## config.mk

```make
export PLATFORM = sky130hd
export DESIGN_NAME = julia_escape_time_pixel_flat
export DESIGN_NICKNAME = d
export VERILOG_FILES = /design/src/design/jep_pkg.sv /design/src/design/jep_if.sv /design/src/design/jep_mul.sv /design/src/design/julia_escape_time_pixel.sv /design/src/flat_wrapper.sv
export VERILOG_INCLUDE_DIRS = /design/src /design/src/design
export SDC_FILE = /design/constraint.sdc
export NUM_CORES = 2
export LEC_CHECK = 0
export ABC_AREA = 1
export BUFFER_PORTS_ARGS = -buffer_cell sky130_fd_sc_hd__buf_2
export CORE_MARGIN = 10
export CORE_UTILIZATION = 25
export CTS_BUF_LIST = sky130_fd_sc_hd__clkbuf_4
export CTS_CLUSTER_DIAMETER = 60
export DETAILED_ROUTE_END_ITERATION = 8
export HOLD_SLACK_MARGIN = 0.06
export PLACE_DENSITY_LB_ADDON = 0.08
export SKIP_LAST_GASP = 1
export SYNTH_ARGS = -nofsm -noshare
export SYNTH_HDL_FRONTEND = slang
export SYNTH_SLANG_ARGS = --single-unit
```

## constraint.sdc

```tcl
create_clock -name clk -period 12 [get_ports clk]
set_input_delay 3.6 -clock clk [delete_from_list [all_inputs] [get_ports clk]]
set_output_delay 3.6 -clock clk [all_outputs]
set_load 0.005 [all_outputs]
```

## src/design/assert_macros.svh

```systemverilog
// Assertion macros shared by the escape-time pixel RTL.
`ifndef ASSERT_MACROS_SVH
`define ASSERT_MACROS_SVH

// Same-cycle implication, checked on clk, masked while arst_n is low.
`define JEP_ASSERT_NOW(label, ante, cons) \
	label: assert property (@(posedge clk) disable iff (!arst_n) (ante) |-> (cons)) \
		else $error("escape-time pixel: same-cycle check failed");

// Next-cycle implication, checked on clk, masked while arst_n is low.
`define JEP_ASSERT_NEXT(label, ante, cons) \
	label: assert property (@(posedge clk) disable iff (!arst_n) (ante) |=> (cons)) \
		else $error("escape-time pixel: next-cycle check failed");

`endif

```

## src/design/jep_pkg.sv

```systemverilog
// Shared types and constants of the escape-time pixel block.
`default_nettype none
package jep_pkg;

	localparam int COUNT_BITS   = 16;
	localparam int CFG_IDX_BITS = 3;

	localparam logic [CFG_IDX_BITS-1:0] CFG_ORIGIN_RE = 3'd0;
	localparam logic [CFG_IDX_BITS-1:0] CFG_ORIGIN_IM = 3'd1;
	localparam logic [CFG_IDX_BITS-1:0] CFG_STEP_RE   = 3'd2;
	localparam logic [CFG_IDX_BITS-1:0] CFG_STEP_IM   = 3'd3;
	localparam logic [CFG_IDX_BITS-1:0] CFG_CONST_RE  = 3'd4;
	localparam logic [CFG_IDX_BITS-1:0] CFG_CONST_IM  = 3'd5;
	localparam logic [CFG_IDX_BITS-1:0] CFG_MAX_ITER  = 3'd6;

	localparam logic [COUNT_BITS-1:0] MAX_ITER_RESET = 16'd256;

	typedef enum logic [8:0] {
		ST_IDLE     = 9'b000000001,
		ST_INIT_RE  = 9'b000000010,
		ST_INIT_IM  = 9'b000000100,
		ST_INIT_SUM = 9'b000001000,
		ST_SQ_RE    = 9'b000010000,
		ST_SQ_IM    = 9'b000100000,
		ST_CROSS    = 9'b001000000,
		ST_UPDATE   = 9'b010000000,
		ST_DONE     = 9'b100000000
	} jep_state_t;

endpackage
`default_nettype wire

```

## src/design/jep_if.sv

```systemverilog
// Handshake channel interfaces: pixel input, count output, config writes.
`default_nettype none
interface jep_pix_if #(parameter int INDEX_BITS = 12) ();
	logic                  valid;
	logic                  ready;
	logic [INDEX_BITS-1:0] column;
	logic [INDEX_BITS-1:0] row;
	modport source (output valid, output column, output row, input ready);
	modport sink   (input valid, input column, input row, output ready);
endinterface

interface jep_res_if ();
	logic                            valid;
	logic                            ready;
	logic [jep_pkg::COUNT_BITS-1:0]  iter_count;
	modport source (output valid, output iter_count, input ready);
	modport sink   (input valid, input iter_count, output ready);
endinterface

interface jep_cfg_if #(parameter int DATA_WIDTH = 32) ();
	logic                             valid;
	logic                             ready;
	logic [jep_pkg::CFG_IDX_BITS-1:0] index;
	logic [DATA_WIDTH-1:0]            data;
	modport source (output valid, output index, output data, input ready);
	modport sink   (input valid, input index, input data, output ready);
endinterface
`default_nettype wire

```

## src/design/jep_mul.sv

```systemverilog
// Shared signed multiplier with registered product and shift-saturate output.
`default_nettype none
module jep_mul #(
	parameter int DATA_WIDTH = 32,
	parameter int FRAC_BITS  = 25
) (
	input  wire logic                         clk,
	input  wire logic signed [DATA_WIDTH-1:0] a,
	input  wire logic signed [DATA_WIDTH-1:0] b,
	input  wire logic                         shift_frac,
	output logic signed [DATA_WIDTH-1:0]      prod_sat
);
	localparam int PW = 2 * DATA_WIDTH;
	localparam logic signed [DATA_WIDTH-1:0] SAT_MAX = {1'b0, {(DATA_WIDTH-1){1'b1}}};
	localparam logic signed [DATA_WIDTH-1:0] SAT_MIN = {1'b1, {(DATA_WIDTH-1){1'b0}}};

	logic signed [PW-1:0] a_ext, b_ext;
	logic signed [PW-1:0] prod_q;
	logic                 frac_q;
	logic signed [PW-1:0] shifted;
	logic [DATA_WIDTH:0]  top_bits;

	assign a_ext = a;
	assign b_ext = b;

	always_ff @(posedge clk) begin
		prod_q <= a_ext * b_ext;
		frac_q <= shift_frac;
	end

	// floor shift, then clamp to the signed data range
	assign shifted  = frac_q ? (prod_q >>> FRAC_BITS) : prod_q;
	assign top_bits = shifted[PW-1:DATA_WIDTH-1];

	always_comb begin
		if ((&top_bits) || !(|top_bits)) begin
			prod_sat = shifted[DATA_WIDTH-1:0];
		end else if (shifted[PW-1]) begin
			prod_sat = SAT_MIN;
		end else begin
			prod_sat = SAT_MAX;
		end
	end
endmodule
`default_nettype wire

```

## src/design/julia_escape_time_pixel.sv

```systemverilog
// Julia-set escape-time pixel evaluator: top level with sequencer and config.
// Flow: an accepted pixel runs INIT_RE, INIT_IM, INIT_SUM, n iterations, then DONE, with
//   n = iterations run (0 when max_iter is 0); DONE waits while a result is still held.
// Throughput: one pixel at a time; the next input is taken once back in ST_IDLE; each
//   iteration: SQ_RE, SQ_IM, CROSS (re*re, im*im, re*im via the shared multiplier), UPDATE.
// Reset (arst_n low, async): sequencer idle, no result pending, config registers
//   zero except max_iter = 256.
`default_nettype none
`include "assert_macros.svh"
module julia_escape_time_pixel #(
	parameter int DATA_WIDTH = 32,
	parameter int FRAC_BITS  = 25,
	parameter int INDEX_BITS = 12
) (
	input  wire logic  clk,
	input  wire logic  arst_n,
	jep_pix_if.sink    pix,
	jep_res_if.source  res,
	jep_cfg_if.sink    cfg
);
	localparam int CB = jep_pkg::COUNT_BITS;
	localparam logic signed [DATA_WIDTH-1:0] SAT_MAX = {1'b0, {(DATA_WIDTH-1){1'b1}}};
	localparam logic signed [DATA_WIDTH-1:0] SAT_MIN = {1'b1, {(DATA_WIDTH-1){1'b0}}};
	// escape threshold 16.0, clamped when it does not fit the format
	localparam logic signed [DATA_WIDTH-1:0] THR =
		(FRAC_BITS + 4 >= DATA_WIDTH - 1) ? SAT_MAX : (DATA_WIDTH'(16) << FRAC_BITS);

	function automatic logic signed [DATA_WIDTH-1:0] sat_add(
		input logic signed [DATA_WIDTH-1:0] x,
		input logic signed [DATA_WIDTH-1:0] y
	);
		logic [DATA_WIDTH:0] s;
		s = {x[DATA_WIDTH-1], x} + {y[DATA_WIDTH-1], y};
		if (s[DATA_WIDTH] != s[DATA_WIDTH-1]) begin
			return s[DATA_WIDTH] ? SAT_MIN : SAT_MAX;
		end
		return s[DATA_WIDTH-1:0];
	endfunction

	function automatic logic signed [DATA_WIDTH-1:0] sat_sub(
		input logic signed [DATA_WIDTH-1:0] x,
		input logic signed [DATA_WIDTH-1:0] y
	);
		logic [DATA_WIDTH:0] s;
		s = {x[DATA_WIDTH-1], x} - {y[DATA_WIDTH-1], y};
		if (s[DATA_WIDTH] != s[DATA_WIDTH-1]) begin
			return s[DATA_WIDTH] ? SAT_MIN : SAT_MAX;
		end
		return s[DATA_WIDTH-1:0];
	endfunction

	// ---------------- configuration registers ----------------
	logic signed [DATA_WIDTH-1:0] origin_re_q, origin_im_q, const_re_q, const_im_q;
	logic [DATA_WIDTH-2:0]        step_re_q, step_im_q;
	logic [CB-1:0]                max_iter_q;

	// writes must only be issued while idle (the block does not enforce it); the port is always ready
	assign cfg.ready = 1'b1;

	always_ff @(posedge clk or negedge arst_n) begin
		if (!arst_n) begin
			origin_re_q <= '0;
			origin_im_q <= '0;
			step_re_q   <= '0;
			step_im_q   <= '0;
			const_re_q  <= '0;
			const_im_q  <= '0;
			max_iter_q  <= jep_pkg::MAX_ITER_RESET;
		end else if (cfg.valid) begin
			unique case (cfg.index)
				jep_pkg::CFG_ORIGIN_RE: origin_re_q <= cfg.data;
				jep_pkg::CFG_ORIGIN_IM: origin_im_q <= cfg.data;
				jep_pkg::CFG_STEP_RE:   step_re_q   <= cfg.data[DATA_WIDTH-2:0];
				jep_pkg::CFG_STEP_IM:   step_im_q   <= cfg.data[DATA_WIDTH-2:0];
				jep_pkg::CFG_CONST_RE:  const_re_q  <= cfg.data;
				jep_pkg::CFG_CONST_IM:  const_im_q  <= cfg.data;
				jep_pkg::CFG_MAX_ITER:  max_iter_q  <= cfg.data[CB-1:0];
				default: ;  // unmapped index: dropped
			endcase
		end
	end

	// ---------------- sequencer state ----------------
	jep_pkg::jep_state_t state_q;

	logic [INDEX_BITS-1:0]        col_q, row_q;
	logic signed [DATA_WIDTH-1:0] re_q, im_q, aa_q, diff_q;
	logic                         inside_q;
	logic [CB-1:0]                count_q;
	logic [CB-1:0]                count_inc;
	logic                         res_valid_q;
	logic [CB-1:0]                res_count_q;

	// shared multiplier operands, steered by the sequencer
	logic signed [DATA_WIDTH-1:0] mul_a, mul_b, prod_sat;
	logic                         mul_frac;

	always_comb begin
		mul_a    = '0;
		mul_b    = '0;
		mul_frac = 1'b0;
		unique case (state_q)
			jep_pkg::ST_INIT_RE: begin
				mul_a = DATA_WIDTH'(col_q);
				mul_b = {1'b0, step_re_q};
			end
			jep_pkg::ST_INIT_IM: begin
				mul_a = DATA_WIDTH'(row_q);
				mul_b = {1'b0, step_im_q};
			end
			jep_pkg::ST_SQ_RE: begin
				mul_a    = re_q;
				mul_b    = re_q;
				mul_frac = 1'b1;
			end
			jep_pkg::ST_SQ_IM: begin
				mul_a    = im_q;
				mul_b    = im_q;
				mul_frac = 1'b1;
			end
			jep_pkg::ST_CROSS: begin
				mul_a    = re_q;
				mul_b    = im_q;
				mul_frac = 1'b1;
			end
			default: ;
		endcase
	end

	jep_mul #(
		.DATA_WIDTH (DATA_WIDTH),
		.FRAC_BITS  (FRAC_BITS)
	) u_mul (
		.clk        (clk),
		.a          (mul_a),
		.b          (mul_b),
		.shift_frac (mul_frac),
		.prod_sat   (prod_sat)
	);

	assign count_inc     = count_q + 1'b1;
	assign pix.ready     = (state_q == jep_pkg::ST_IDLE);
	assign res.valid     = res_valid_q;
	assign res.iter_count = res_count_q;

	// control: state, count, result valid
	always_ff @(posedge clk or negedge arst_n) begin
		if (!arst_n) begin
			state_q     <= jep_pkg::ST_IDLE;
			count_q     <= '0;
			res_valid_q <= 1'b0;
		end else begin
			// in ST_DONE the reload below decides the valid bit instead
			if (res_valid_q && res.ready && state_q != jep_pkg::ST_DONE) begin
				res_valid_q <= 1'b0;
			end
			unique case (state_q)
				jep_pkg::ST_IDLE: begin
					if (pix.valid) begin
						count_q <= '0;
						state_q <= jep_pkg::ST_INIT_RE;
					end
				end
				jep_pkg::ST_INIT_RE:  state_q <= jep_pkg::ST_INIT_IM;
				jep_pkg::ST_INIT_IM:  state_q <= jep_pkg::ST_INIT_SUM;
				jep_pkg::ST_INIT_SUM: begin
					// a zero limit runs no iteration at all
					state_q <= (max_iter_q == '0) ? jep_pkg::ST_DONE : jep_pkg::ST_SQ_RE;
				end
				jep_pkg::ST_SQ_RE:    state_q <= jep_pkg::ST_SQ_IM;
				jep_pkg::ST_SQ_IM:    state_q <= jep_pkg::ST_CROSS;
				jep_pkg::ST_CROSS:    state_q <= jep_pkg::ST_UPDATE;
				jep_pkg::ST_UPDATE: begin
					if (inside_q) begin
						count_q <= count_inc;
					end
					if (!inside_q || count_inc == max_iter_q) begin
						state_q <= jep_pkg::ST_DONE;
					end else begin
						state_q <= jep_pkg::ST_SQ_RE;
					end
				end
				jep_pkg::ST_DONE: begin
					// wait for the output register to free up
					if (!res_valid_q || res.ready) begin
						res_valid_q <= 1'b1;
						state_q     <= jep_pkg::ST_IDLE;
					end
				end
				default: state_q <= jep_pkg::ST_IDLE;
			endcase
		end
	end

	// datapath registers, no reset needed
	always_ff @(posedge clk) begin
		unique case (state_q)
			jep_pkg::ST_IDLE: begin
				if (pix.valid) begin
					col_q <= pix.column;
					row_q <= pix.row;
				end
			end
			jep_pkg::ST_INIT_IM:  re_q <= sat_add(origin_re_q, prod_sat);
			jep_pkg::ST_INIT_SUM: im_q <= sat_add(origin_im_q, prod_sat);
			jep_pkg::ST_SQ_IM:    aa_q <= prod_sat;
			jep_pkg::ST_CROSS: begin
				// prod_sat holds im^2 here; test uses |z|^2 before the update
				diff_q   <= sat_sub(aa_q, prod_sat);
				inside_q <= (sat_add(aa_q, prod_sat) <= THR);
			end
			jep_pkg::ST_UPDATE: begin
				// prod_sat holds re*im here
				re_q <= sat_add(diff_q, const_re_q);
				im_q <= sat_add(sat_add(prod_sat, prod_sat), const_im_q);
			end
			jep_pkg::ST_DONE: begin
				if (!res_valid_q || res.ready) begin
					res_count_q <= (count_q == '0) ? max_iter_q : count_q;
				end
			end
			default: ;
		endcase
	end

	// ---------------- assertions ----------------
	`JEP_ASSERT_NEXT(a_start_init, pix.valid && pix.ready, state_q == jep_pkg::ST_INIT_RE)
	`JEP_ASSERT_NOW(a_count_below_limit, state_q == jep_pkg::ST_UPDATE, count_q < max_iter_q)
	`JEP_ASSERT_NOW(a_result_nonzero, res_valid_q && max_iter_q != '0, res_count_q != '0)
	`JEP_ASSERT_NEXT(a_done_loads, state_q == jep_pkg::ST_DONE && !res_valid_q,
		res_valid_q && state_q == jep_pkg::ST_IDLE)
endmodule
`default_nettype wire

```

## src/flat_wrapper.sv

```systemverilog
// flat-port wrapper written by rule: the top's interface ports become plain ports
module julia_escape_time_pixel_flat 
#(
	parameter int DATA_WIDTH = 32,
	parameter int FRAC_BITS  = 25,
	parameter int INDEX_BITS = 12
)
  (clk, arst_n, pix_valid, pix_column, pix_row, pix_ready, res_valid, res_iter_count, res_ready, cfg_valid, cfg_index, cfg_data, cfg_ready);
  jep_pix_if #(.INDEX_BITS(INDEX_BITS)) pix_i ();
  jep_res_if res_i ();
  jep_cfg_if #(.DATA_WIDTH(DATA_WIDTH)) cfg_i ();
  input  wire logic clk;
  input  wire logic arst_n;
  input wire logic [$bits(pix_i.valid)-1:0] pix_valid;
  input wire logic [$bits(pix_i.column)-1:0] pix_column;
  input wire logic [$bits(pix_i.row)-1:0] pix_row;
  output wire logic [$bits(pix_i.ready)-1:0] pix_ready;
  output wire logic [$bits(res_i.valid)-1:0] res_valid;
  output wire logic [$bits(res_i.iter_count)-1:0] res_iter_count;
  input wire logic [$bits(res_i.ready)-1:0] res_ready;
  input wire logic [$bits(cfg_i.valid)-1:0] cfg_valid;
  input wire logic [$bits(cfg_i.index)-1:0] cfg_index;
  input wire logic [$bits(cfg_i.data)-1:0] cfg_data;
  output wire logic [$bits(cfg_i.ready)-1:0] cfg_ready;
  assign pix_i.valid = pix_valid;
  assign pix_i.column = pix_column;
  assign pix_i.row = pix_row;
  assign pix_ready = pix_i.ready;
  assign res_valid = res_i.valid;
  assign res_iter_count = res_i.iter_count;
  assign res_i.ready = res_ready;
  assign cfg_i.valid = cfg_valid;
  assign cfg_i.index = cfg_index;
  assign cfg_i.data = cfg_data;
  assign cfg_ready = cfg_i.ready;
  julia_escape_time_pixel #(.DATA_WIDTH(DATA_WIDTH), .FRAC_BITS(FRAC_BITS), .INDEX_BITS(INDEX_BITS)) u_core (.clk(clk), .arst_n(arst_n), .pix(pix_i), .res(res_i), .cfg(cfg_i));
endmodule
```

==> metrics.txt <==
# TYPE chip_impl_metric gauge
chip_impl_metric{name="fp-row-count",unit=""} 190
chip_impl_metric{name="postRouteAntennaNets",unit=""} 0
chip_impl_metric{name="postSynthCellCount",unit=""} 8386
chip_impl_metric{name="crit_fanout",unit=""} 15
chip_impl_metric{name="drt_pre_antenna_iters",unit=""} 6
chip_impl_metric{name="netlist.area_leader.share",unit=""} 0.322
chip_impl_info{name="synth_top_cells_by_count",value="nand2_1 (1974), inv_1 (1524), fa_1 (1088), nor2_1 (915), o21ai_0 (412)"} 1
chip_impl_metric{name="synth_nets",unit=""} 9917
chip_impl_metric{name="die_width",unit="um"} 540
chip_impl_metric{name="f_max",unit="MHz"} 92.4
chip_impl_info{name="status",value="completed"} 1
chip_impl_metric{name="clkTransAtPathRegs",unit="ps"} 70
chip_impl_metric{name="area.growth.synth_to_final",unit="%"} 9.85
chip_impl_metric{name="numPortBuffers",unit=""} 81
chip_impl_metric{name="seq_area_frac_synth",unit=""} 0.180
chip_impl_info{name="critical_path.startpoint_type",value="flop"} 1
chip_impl_metric{name="gp_congestion",unit=""} 0.919
chip_impl_info{name="synth_area_leader_cell",value="fa_1"} 1
chip_impl_info{name="synth.most_common_cell",value="nand2_1"} 1
chip_impl_info{name="timing.setup.critical_path_class",value="reg2reg"} 1
chip_impl_metric{name="hpwl",unit="um"} 254000
chip_impl_info{name="hold_path.startpoint",value="u_core.step_im_q[28]$_DFFE_PN0P_"} 1
chip_impl_metric{name="h-tree-depth",unit=""} 4
chip_impl_metric{name="drt-vias-per-instance",unit=""} 4.65
chip_impl_metric{name="die_area",unit="mm^2"} 0.291
chip_impl_metric{name="detail_route.wl_per_cell",unit="um"} 25.5
chip_impl_info{name="postSynth.topFlopCell",value="dfrtp_1"} 1
chip_impl_metric{name="antenna_found_initial",unit=""} 36
chip_impl_metric{name="fp.dieH",unit="um"} 540
chip_impl_metric{name="timing.critical_path.arrival",unit="ps"} 11750
chip_impl_metric{name="first_pass_grt_wire_length",unit="um"} 446000
chip_impl_metric{name="worst_ep_required",unit="ps"} 12940
chip_impl_metric{name="post_route_cells_drive_above_1_share",unit=""} 0.0751
chip_impl_metric{name="final_min_period_over_clock_period",unit=""} 0.902
chip_impl_metric{name="ioPinCount",unit=""} 83
chip_impl_metric{name="drc",unit=""} 0
chip_impl_metric{name="number_of_pins_with_negative_max_slew_slack_in_the_final_report",unit=""} 0
chip_impl_metric{name="post_cts_hold_buffer_count",unit=""} 0
chip_impl_metric{name="yosys_register_bits",unit=""} 466
chip_impl_metric{name="drt_iter0_drc",unit=""} 3878
chip_impl_info{name="crit-reg2reg-launch",value="u_core.state_q[0]$_DFFE_PN1P_"} 1
chip_impl_info{name="cts_tree",value="built"} 1
chip_impl_metric{name="setup_tns",unit="ps"} 0
chip_impl_metric{name="yosys.cell_types.count",unit=""} 68
chip_impl_info{name="cpMaxStageDelayCell",value="a2111oi_0"} 1
chip_impl_metric{name="maxCapViolCount",unit=""} 0
chip_impl_metric{name="p_leak",unit="nW"} 36.4
chip_impl_metric{name="setup_viol",unit=""} 0
chip_impl_metric{name="cts.sink_count",unit=""} 466
chip_impl_info{name="synth.top_cells.by_area",value="fa_1 (32%), nand2_1 (11%), dfrtp_1 (8.5%), inv_1 (8.5%), edfxtp_1 (7.5%)"} 1
chip_impl_metric{name="core",unit="mm^2"} 0.268
chip_impl_metric{name="vias",unit=""} 56485
chip_impl_metric{name="gr-total-overflow",unit=""} 0
chip_impl_metric{name="timing.final.crit_period",unit="ps"} 10820
chip_impl_metric{name="nets",unit=""} 9997
chip_impl_metric{name="cts_resized",unit=""} 0
chip_impl_metric{name="power-per-cell-area",unit="mW/mm^2"} 252
chip_impl_metric{name="yosys_synthesis_warning_count",unit=""} 0
chip_impl_info{name="worst_hold_path_type",value="reg2reg"} 1
chip_impl_metric{name="initial_core_util",unit=""} 0.252
chip_impl_metric{name="number_of_enable_flip_flop_cells_after_synthesis",unit=""} 169
chip_impl_metric{name="grt_pass1_vias",unit=""} 60804
chip_impl_metric{name="worst_hold_slack",unit="ps"} 488
chip_impl_metric{name="max-slew-margin-rel",unit=""} 0.0940
chip_impl_metric{name="clock_insertion_delay_worst_skew",unit="ps"} 1070
chip_impl_metric{name="pin_count_of_the_biggest_net_entering_global_routing",unit=""} 139
chip_impl_metric{name="clock_tree.buffer_depth",unit=""} 3
chip_impl_metric{name="timing.critical_path.slowest_cell_delay",unit="ps"} 960
chip_impl_metric{name="ir_worst_vdd",unit="mV"} 0.523
chip_impl_metric{name="cts_post_setup_buffers_inserted",unit=""} 0
chip_impl_metric{name="wl",unit="um"} 309000
chip_impl_info{name="worst_setup_path_start",value="u_core.state_q[0]$_DFFE_PN1P_"} 1
chip_impl_metric{name="tightestPinTransition",unit="ps"} 1360
chip_impl_metric{name="syn-cell-area",unit="mm^2"} 0.0675
chip_impl_info{name="cts_root_buffer_type",value="clkbuf_4"} 1
chip_impl_info{name="worst_setup_path_end_kind",value="flop"} 1
chip_impl_metric{name="synth.avg_cell_area",unit="um^2"} 8.05
chip_impl_metric{name="track_usage",unit=""} 0.209
chip_impl_info{name="rsz_0062_raised_after_global_routing",value="false"} 1
chip_impl_metric{name="cts_inserted_buffers",unit=""} 141
chip_impl_metric{name="fin_skew",unit="ps"} 91.8
chip_impl_metric{name="final_hold_viol_count",unit=""} 0
chip_impl_metric{name="async_reset_ff_frac",unit=""} 0.498
-- area by class of cell --
cell class / count / area, um^2
diodes: 12 / 30.0
clock buffers: 207 / 1550
clock inverters: 49 / 288
fillers: 29560 / 194000
inverters: 1577 / 5920
multi-input cells: 6035 / 48100
flip-flops and latches: 466 / 12200
well taps: 3552 / 4440
repair buffers: 245 / 1700
-- placed cells by master (no fill, tap or decap), types with 51 or more instances in the layout --
cell type,synthesis,final
xnor2_1,68,68
fa_1,1088,1088
nor2_1,915,905
inv_1,1524,1523
o21bai_1,51,51
nand3_1,206,205
edfxtp_1,169,169
a21oi_1,301,301
nand2_1,1974,1969
xor2_1,167,167
ha_1,379,379
o21ai_0,412,412
dfrtp_1,230,230
nor3_1,63,53
buf_2,141,80
buf_4,21,160
dfxtp_1,65,64
clkbuf_4,0,207
-- sequential cells by signal, summed over array words and instances, names as in the netlist, 31 cells and up --
register / cells
u_core.origin_re_q: 32
u_core.diff_q: 32
u_core.step_re_q: 31
u_core.const_im_q: 32
u_core.aa_q: 32
u_core.origin_im_q: 32
u_core.re_q: 32
u_core.step_im_q: 31
u_core.im_q: 32
u_core.const_re_q: 32
u_core.u_mul.prod_q: 64
-- cells by family (layout without fill, tap and decap cells) --
group	count (synthesis)	count (layout)	synth area share
XOR/XNOR	235	235	0.0305
flip-flops	466	466	0.180
AO/OA/AOI/OAI	1003	1003	0.0882
AND/OR/NAND/NOR	3329	3329	0.198
buffers and inverters	1885	2078	0.110
other	1	13	0.0000555
adder cells (fa/ha/maj)	1467	1467	0.393
-- per-stage QoR --
stage	total power [mW]	cells	worst slack, ps	instance area, um^2	util
after floorplan	11.3	8386	3500	67500	-
final	18.7	12143	1180	74200	0.276
after CTS	18.7	12131	1170	74200	0.276
after global routing	20.2	12137	587	74200	0.276
after detailed placement	16.9	11875	1270	72300	0.269
after global placement	17.0	11875	1190	72300	0.269
-- worst max-delay path, delay by kind of cell, from the launching register on --
family,cells,cell delay [ps]
AND/OR/NAND/NOR,13,2680
buffers and inverters,11,1200
AO/OA/AOI/OAI,3,1570
adder cells (fa/ha/maj),9,4670
flip-flops,1,540
-- per-layer routing --
layer,wire length [um],vias to the layer above,share of wire,track usage
met4,8350,4,0.027,0.0498
met5,33,-,0.00011,0
met3,12300,300,0.040,0.0231
met1,142000,28994,0.46,0.286
li1,-,25874,-,-
met2,147000,1313,0.47,0.353
-- path summary, 6_finish.rpt --
path	cells past startpoint	slack, ps	end
max	36	1180	u_core.u_mul.prod_q[62]$_DFF_P_
min	2	490	u_core.step_im_q[28]$_DFFE_PN0P_
max reg2reg	36	1180	u_core.u_mul.prod_q[62]$_DFF_P_
min reg2reg	2	490	u_core.step_im_q[28]$_DFFE_PN0P_
max in group asynchronous	2	8020	u_core.step_re_q[21]$_DFFE_PN0P_
min in group asynchronous	1	2570	u_core.const_re_q[21]$_DFFE_PN0P_
-- report_power, final --
group | total, mW | switching [mW] | internal, mW
Combinational | 14.7 | 10.6 | 4.09
Sequential | 2.31 | 0.148 | 2.16
Clock | 1.67 | 0.814 | 0.858
Total | 18.7 | 11.6 | 7.11
(Power assumes the default switching activity.)
